## src/hdl/sale_pkg.sv

```systemverilog
// Shared constants, codes, command struct and helpers for the list engine.
// No dependencies; every other file in hdl but the defines header uses it by scoped names.
`timescale 1ns / 1ps

package sale_pkg;

   localparam int DEPTH       = 128;
   localparam int DATA_W      = 32;

   localparam int FUNC_W      = 3;
   localparam int POS_W       = 7;
   localparam int VALUE_W     = 32;
   localparam int DOUT_W      = 32;
   localparam int STATUS_W    = 2;
   localparam int COUNT_OUT_W = 8;

   localparam int CNT_W = $clog2(DEPTH + 1);
   localparam int CMP_W = (CNT_W > POS_W + 1) ? CNT_W : POS_W + 1;

   // read-back taps are OR-ed in groups, then across groups
   localparam int GRP_SIZE = 16;
   localparam int GROUPS   = (DEPTH + GRP_SIZE - 1) / GRP_SIZE;

   localparam logic [CNT_W-1:0]       FULL_COUNT     = CNT_W'(DEPTH);
   localparam logic [COUNT_OUT_W-1:0] FULL_COUNT_OUT = COUNT_OUT_W'(DEPTH);

   typedef enum logic [FUNC_W-1:0] {
      FUNC_APPEND     = 3'd0,
      FUNC_PUSH_FRONT = 3'd1,
      FUNC_INSERT     = 3'd2,
      FUNC_ERASE      = 3'd3,
      FUNC_READ       = 3'd4
   } func_type;

   typedef enum logic [STATUS_W-1:0] {
      ST_OK    = 2'd0,
      ST_FULL  = 2'd1,
      ST_RANGE = 2'd2
   } status_type;

   // broadcast to every cell in the row
   typedef struct packed {
      logic              ins;
      logic              del;
      logic              rd_en;
      logic [CMP_W-1:0]  at;
      logic [CMP_W-1:0]  rd_idx;
      logic [DATA_W-1:0] din;
   } cmd_type;

   function automatic logic [DATA_W-1:0] fit_data(input logic [VALUE_W-1:0] v);
      logic [DATA_W-1:0] r;
      r = '0;
      for (int b = 0; b < DATA_W; b++) begin
         if (b < VALUE_W) r[b] = v[b];
      end
      return r;
   endfunction

   function automatic logic [DOUT_W-1:0] to_dout(input logic [DATA_W-1:0] v);
      logic [DOUT_W-1:0] r;
      r = '0;
      for (int b = 0; b < DOUT_W; b++) begin
         if (b < DATA_W) r[b] = v[b];
      end
      return r;
   endfunction

   function automatic logic [COUNT_OUT_W-1:0] to_count_out(input logic [CNT_W-1:0] v);
      logic [COUNT_OUT_W-1:0] r;
      r = '0;
      for (int b = 0; b < COUNT_OUT_W; b++) begin
         if (b < CNT_W) r[b] = v[b];
      end
      return r;
   endfunction

endpackage

```

## src/hdl/sale_cell.sv

```systemverilog
// One storage cell of the list row: loads from its left or right neighbour,
// the request value, or holds. Depends on sale_pkg.
`timescale 1ns / 1ps

module sale_cell (
   input  logic                           clock,
   input  sale_pkg::cmd_type              cmd,
   input  logic [sale_pkg::CMP_W-1:0]     idx,
   input  logic [sale_pkg::DATA_W-1:0]    left_data,
   input  logic [sale_pkg::DATA_W-1:0]    right_data,
   output logic [sale_pkg::DATA_W-1:0]    data_q,
   output logic [sale_pkg::DATA_W-1:0]    tap
);

   logic [sale_pkg::DATA_W-1:0] data_ff;
   logic [sale_pkg::DATA_W-1:0] data_in;

   always_comb begin
      data_in = data_ff;
      priority if (cmd.ins) begin
         // open a gap: everything above the slot moves up one
         if (idx > cmd.at)       data_in = left_data;
         else if (idx == cmd.at) data_in = cmd.din;
      end else if (cmd.del) begin
         // close the gap: the slot and everything above take the next entry
         if (idx >= cmd.at)      data_in = right_data;
      end else begin
         data_in = data_ff;
      end
   end

   always_ff @(posedge clock) begin
      data_ff <= data_in;
   end

   assign data_q = data_ff;
   assign tap    = (cmd.rd_en && idx == cmd.rd_idx) ? data_ff : '0;

endmodule

```

## config.mk

```make
export PLATFORM = sky130hd
export DESIGN_NAME = sale_cell
export DESIGN_NICKNAME = d
export VERILOG_FILES = /design/src/hdl/sale_pkg.sv /design/src/hdl/sale_cell.sv
export SDC_FILE = /design/constraint.sdc
export NUM_CORES = 1
export LEC_CHECK = 0
export ABC_AREA = 1
export BUFFER_PORTS_ARGS = -buffer_cell sky130_fd_sc_hd__buf_2
export CORE_AREA = 2 2 78 98
export CTS_CLUSTER_SIZE = 30
export DETAILED_ROUTE_END_ITERATION = 8
export DIE_AREA = 0 0 80 100
export PLACE_DENSITY_LB_ADDON = 0.1
export SLEW_MARGIN = 0
export SYNTH_ARGS = -nofsm -noshare
export SYNTH_HDL_FRONTEND = slang
export SYNTH_SLANG_ARGS = --single-unit
```

## constraint.sdc

```tcl
create_clock -name clock -period 2.8 [get_ports clock]
set_clock_uncertainty 0.15 [all_clocks]
set_input_delay 0.84 -clock clock [delete_from_list [all_inputs] [get_ports clock]]
set_output_delay 0.84 -clock clock [all_outputs]
set_load 0.1 [all_outputs]
```

; ---- Yosys cells after proc, flatten, opt, wreduce, memory -nomap -nowiden
; Index checks and enable logic that the tools add are counted.
[totals]
reg_bits = 32
input_bits = 124
output_inout_bits = 64
word_cells = 16
[op_classes]
n_lt_le_gt_ge = 2
eq_ne = 3
muxes = 6
n_reduce_logical = 4
[op_table]
columns = cell, n
row1 = $mux W32, 6
row2 = $eq A8 B8 Y1, 2
row3 = $ge A8 B8 Y1, 1
row4 = $gt A8 B8 Y1, 1
row5 = $reduce_bool A2 Y1, 2
row6 = $ne A3 B1 Y1 const B, 1
row7 = $reduce_and A3 Y1, 1
row8 = $logic_and A1 B1 Y1, 1

; ---- Logic depth before layout (Yosys ltp)
[depth]
word_depth = 4
mapped_depth = 14
mapped_depth_nobuf = 13

; ---- Worst setup path before layout
; OpenSTA, ideal clock, no wires.
[synth_timing]
path_type = in2out
from = input port cmd[38] in the netlist's numbering
to = output port tap[10] in the netlist's numbering
arrival_ns = 3.620
required_time_ns = 1.810
setup_slack_ns = -1.810
cell_stages = 4
n_path_buf = 1
cell_sequence = xnor2_1 > nand4_1 > clkbuf_1 > nor3b_1
[synth_between]
elab_chain_len = 3
[synth_lines]
columns = item, line_no
row1 = "start, declared", sale_cell.sv:7  ; input sale_pkg::cmd_type cmd,
row2 = $eq A8 B8 Y1, sale_cell.sv:37  ; assign tap = (cmd.rd_en && idx == cmd.rd_idx) ? data_ff : '0;
row3 = $logic_and A1 B1 Y1, sale_cell.sv:37
row4 = $mux W32, sale_cell.sv:37
row5 = "end, declared", sale_cell.sv:12  ; output logic [sale_pkg::DATA_W-1:0] tap
; No other way between the ends.

; ---- Worst setup path in the final report
[layout_timing]
from = input port cmd[36] in the netlist's numbering
to = output port tap[17] in the netlist's numbering
; Same word-level chain as after synthesis.

==> flow_metrics.env <==
export IMPL_outcome="complete, but fails checks"
export IMPL_failed_checks="setup timing"
export IMPL_leakage_nw=2.69
export IMPL_power_share_switching_pct=46.5
export IMPL_synth_seq_cells=32
export IMPL_max_clock_freq_mhz=326
export IMPL_route_detailed_wl_per_inst_um=12.4
export IMPL_route_vias_total=3006
export IMPL_setup_violations_final=32
export IMPL_post_dp_hpwl_um=6520
export IMPL_cp_required_ns=1.81
export IMPL_grt_first_pass_wirelength_um=13100
export IMPL_timing_critical_path_from_type="input port"
export IMPL_clockBufferDepth=2
export IMPL_ratio_of_cells_with_drive_above_1_in_the_final_layout_pct=47.5
export IMPL_hold_class="in2reg"
export IMPL_cts_hold_repair_buffers=0
export IMPL_placedCellCount=643
export IMPL_seqPwrFrac_pct=30.3
export IMPL_htree_num_levels=2
export IMPL_detail_route_vias_per_cell=4.60
export IMPL_pwr_share_comb_pct=50.0
export IMPL_ys_warnings_count=0
export IMPL_final_min_period_over_clock_period_pct=110
export IMPL_power_density_nw_per_um2=455
export IMPL_std_cell_rows=35
export IMPL_ioPinCount=188
export IMPL_post_synth_inst_count=369
export IMPL_finalWorstPathRequiredPeriod_ns=3.07
export IMPL_grt_antenna_before_repair=0
export IMPL_detailedPlace_worstSlack_ns=-0.322
export IMPL_clock_tree_from_tritoncts="built"
export IMPL_mean_syn_cell_area_um2=7.08
export IMPL_worstPathArrival_ns=2.08
export IMPL_synth_seq_area_share_pct=36.8
export IMPL_total_clock_buffers_created_by_cts=5
export IMPL_place_congestion=0.876
export IMPL_synth_area_top_cells="sky130_fd_sc_hd__edfxtp_1 37%, sky130_fd_sc_hd__nand2_1 16%, sky130_fd_sc_hd__nand3_1 13%"
export IMPL_ir_drop_v=0.000307
export IMPL_worstPathCellList="buf_6, xor2_2, nor2_2, nand3_4, buf_12, nor3b_4, buf_12"
export IMPL_maxSlewViolCount=0
export IMPL_filler_cell_count=600
export IMPL_insertedDiodeCount=0
export IMPL_layout_area_overhead_vs_synth_pct=84.8
export IMPL_totalWireLength_um=8090
export IMPL_drt_first_iter_violations=134
export IMPL_fin_util_pct=67.3
export IMPL_crit_path_setup_slack_layout_ns=-0.271
export IMPL_worst_slew_pin_transition_ns=0.955
export IMPL_drv_max_cap_violation_count=0
export IMPL_coreArea_um2=7180
export IMPL_finish_cell_count_without_fillers=654
export IMPL_crit_top_cell="sky130_fd_sc_hd__buf_12"
export IMPL_timing_critical_path_slowest_cell_delay_ns=0.25
export IMPL_tot_gr_track_use_pct=20.4
export IMPL_crit_slowest_cell="sky130_fd_sc_hd__nor3b_4"
export IMPL_finalHoldViolations=0
export IMPL_power_share_clock_pct=19.7
export IMPL_max_slew_margin_pct=36.2
export IMPL_global_route_overflow_total=0
export IMPL_syn_cell_area_um2=2610
export IMPL_worstSetupPathType="in2out"
export IMPL_holdWs_ns=0.683
export IMPL_initial_core_util_pct=36.4
export IMPL_path_clk_slew_ns=0.07
export IMPL_timing_critical_path_fanout_max=21
export IMPL_drc=0
export IMPL_first_pass_iters=4
export IMPL_chipWidth_um=80
export IMPL_power_internal_mw=1.18
export IMPL_grt_start_max_net_pins=33
export IMPL_synth_top_area_cell="sky130_fd_sc_hd__edfxtp_1"
export IMPL_unrepaired_setup_endpoints_after_global_routing="yes"
export IMPL_post_synthesis_net_count=501
export IMPL_layout_cell_area_non_filler_um2=4830
export IMPL_endpoint_kind="primary output"
export IMPL_dieHeight_um=100
export IMPL_port_buffers=187
export IMPL_largest_register_ff_count=32
export IMPL_route_antenna_remaining_nets=0
export IMPL_yosysTopAreaCellShare_pct=36.8
export IMPL_post_dp_cell_area_um2=4590
export IMPL_root_buffer="sky130_fd_sc_hd__clkbuf_8"
export IMPL_switching_power_mw=1.02
export IMPL_dieArea_um2=8000
export IMPL_layout_nets=693
export IMPL_ys_types=24
export IMPL_grt_pass1_vias=2935
export IMPL_clk_sinks=32
power by group through the flow:
stage | sequential (mW) | clock [mW] | combinational, mW
CTS | 0.668 | 0.445 | 1.09
finish | 0.666 | 0.433 | 1.10
floorplan | 1.21 | 0 | 0.319
global placement | 0.674 | 0 | 1.08
detailed placement | 0.677 | 0 | 1.08
global route | 0.675 | 0.460 | 1.16
metal layers:
layer	wire [um]	part of all wire, %	vias up	GRT usage [%]
li1	-	-	1545	-
met4	108	1.3	0	5.22
met2	4410	54	111	38.3
met1	3110	38	1340	23.7
met5	0	0	-	0
met3	459	5.7	10	3.42
through the flow:
| stage | TNS (ns) | total power, mW |
|---|---|---|
| floorplan | -19.47 | 1.53 |
| global placement | -8.73 | 1.75 |
| finish | -7.42 | 2.20 |
| detailed placement | -9.23 | 1.76 |
| global route | -9.67 | 2.30 |
| CTS | -8.54 | 2.21 |
cell type report:
class	instances	area, um2	area share, %
Multi-Input combinational cell	234	1640	33.9
Timing Repair Buffer	207	1700	35.1
Inverter	81	308	6.37
Sequential cell	32	961	19.9
Tap cell	92	115	2.38
Clock buffer	5	68.8	1.42
Clock inverter	3	42.5	0.881
final timing paths:
kind | cells past startpoint | endpoint | slack [ns] | start
max | 7 | tap[17] | -0.27 | cmd[36]
min | 3 | data_q[1] | 0.68 | right_data[1]
what timing repair did:
action | in CTS | in global routing
cloned | 1 | 1
setup buffers | 1 | 0
gates resized for setup | 5 | 15
pin swaps | 5 | 28
setup endpoints to repair | 32 | 32
synthesized netlist by cell type:
| cell type | instances |
|---|---|
| sky130_fd_sc_hd__nand2_1 | 108 |
| sky130_fd_sc_hd__inv_1 | 80 |
| sky130_fd_sc_hd__nand3_1 | 66 |
| sky130_fd_sc_hd__edfxtp_1 | 32 |
| sky130_fd_sc_hd__nor3b_1 | 32 |
| sky130_fd_sc_hd__buf_2 | 9 |
| sky130_fd_sc_hd__clkbuf_1 | 9 |
| sky130_fd_sc_hd__ha_1 | 8 |
| sky130_fd_sc_hd__a21oi_1 | 3 |
| sky130_fd_sc_hd__buf_6 | 3 |
| sky130_fd_sc_hd__nand2_4 | 2 |
| sky130_fd_sc_hd__nor2_1 | 2 |
| sky130_fd_sc_hd__o22ai_1 | 2 |
| sky130_fd_sc_hd__xnor2_1 | 2 |
| sky130_fd_sc_hd__xor2_1 | 2 |
| sky130_fd_sc_hd__a21o_1 | 1 |
| sky130_fd_sc_hd__buf_1 | 1 |
| sky130_fd_sc_hd__inv_2 | 1 |
| sky130_fd_sc_hd__nand2_2 | 1 |
| sky130_fd_sc_hd__nand4_1 | 1 |
| sky130_fd_sc_hd__nand4_4 | 1 |
| sky130_fd_sc_hd__nor2_2 | 1 |
| sky130_fd_sc_hd__nor2_4 | 1 |
| sky130_fd_sc_hd__o21ai_0 | 1 |
worst max-delay path, delay by kind of cell:
family        cells  cell delay, ns
simple gates      3            0.53
buf+inv           3            0.51
xor+xnor          1            0.17
cell usage in the layout, fill, tap and decap left out, drive strengths merged:
cell type	Yosys	routed
a21o	1	1
a21oi	3	3
buf	13	206
bufinv	0	1
clkbuf	9	6
clkinv	0	1
clkinvlp	0	2
edfxtp	32	32
ha	8	8
inv	81	80
nand2	111	111
nand3	66	66
nand4	2	2
nor2	4	4
nor3b	32	32
o21ai	1	1
o22ai	2	2
xnor2	2	2
xor2	2	2
kinds of logic after synthesis:
group | share of synthesized area [%]
DFF | 36.8
and+or+nand+nor | 40.5
adders and majority gates | 3.83
buffers and inverters | 16.1
xor gates and xnor gates | 1.34
AOI/OAI and AO/OA | 1.53
Power figures use the tool's default switching activity.
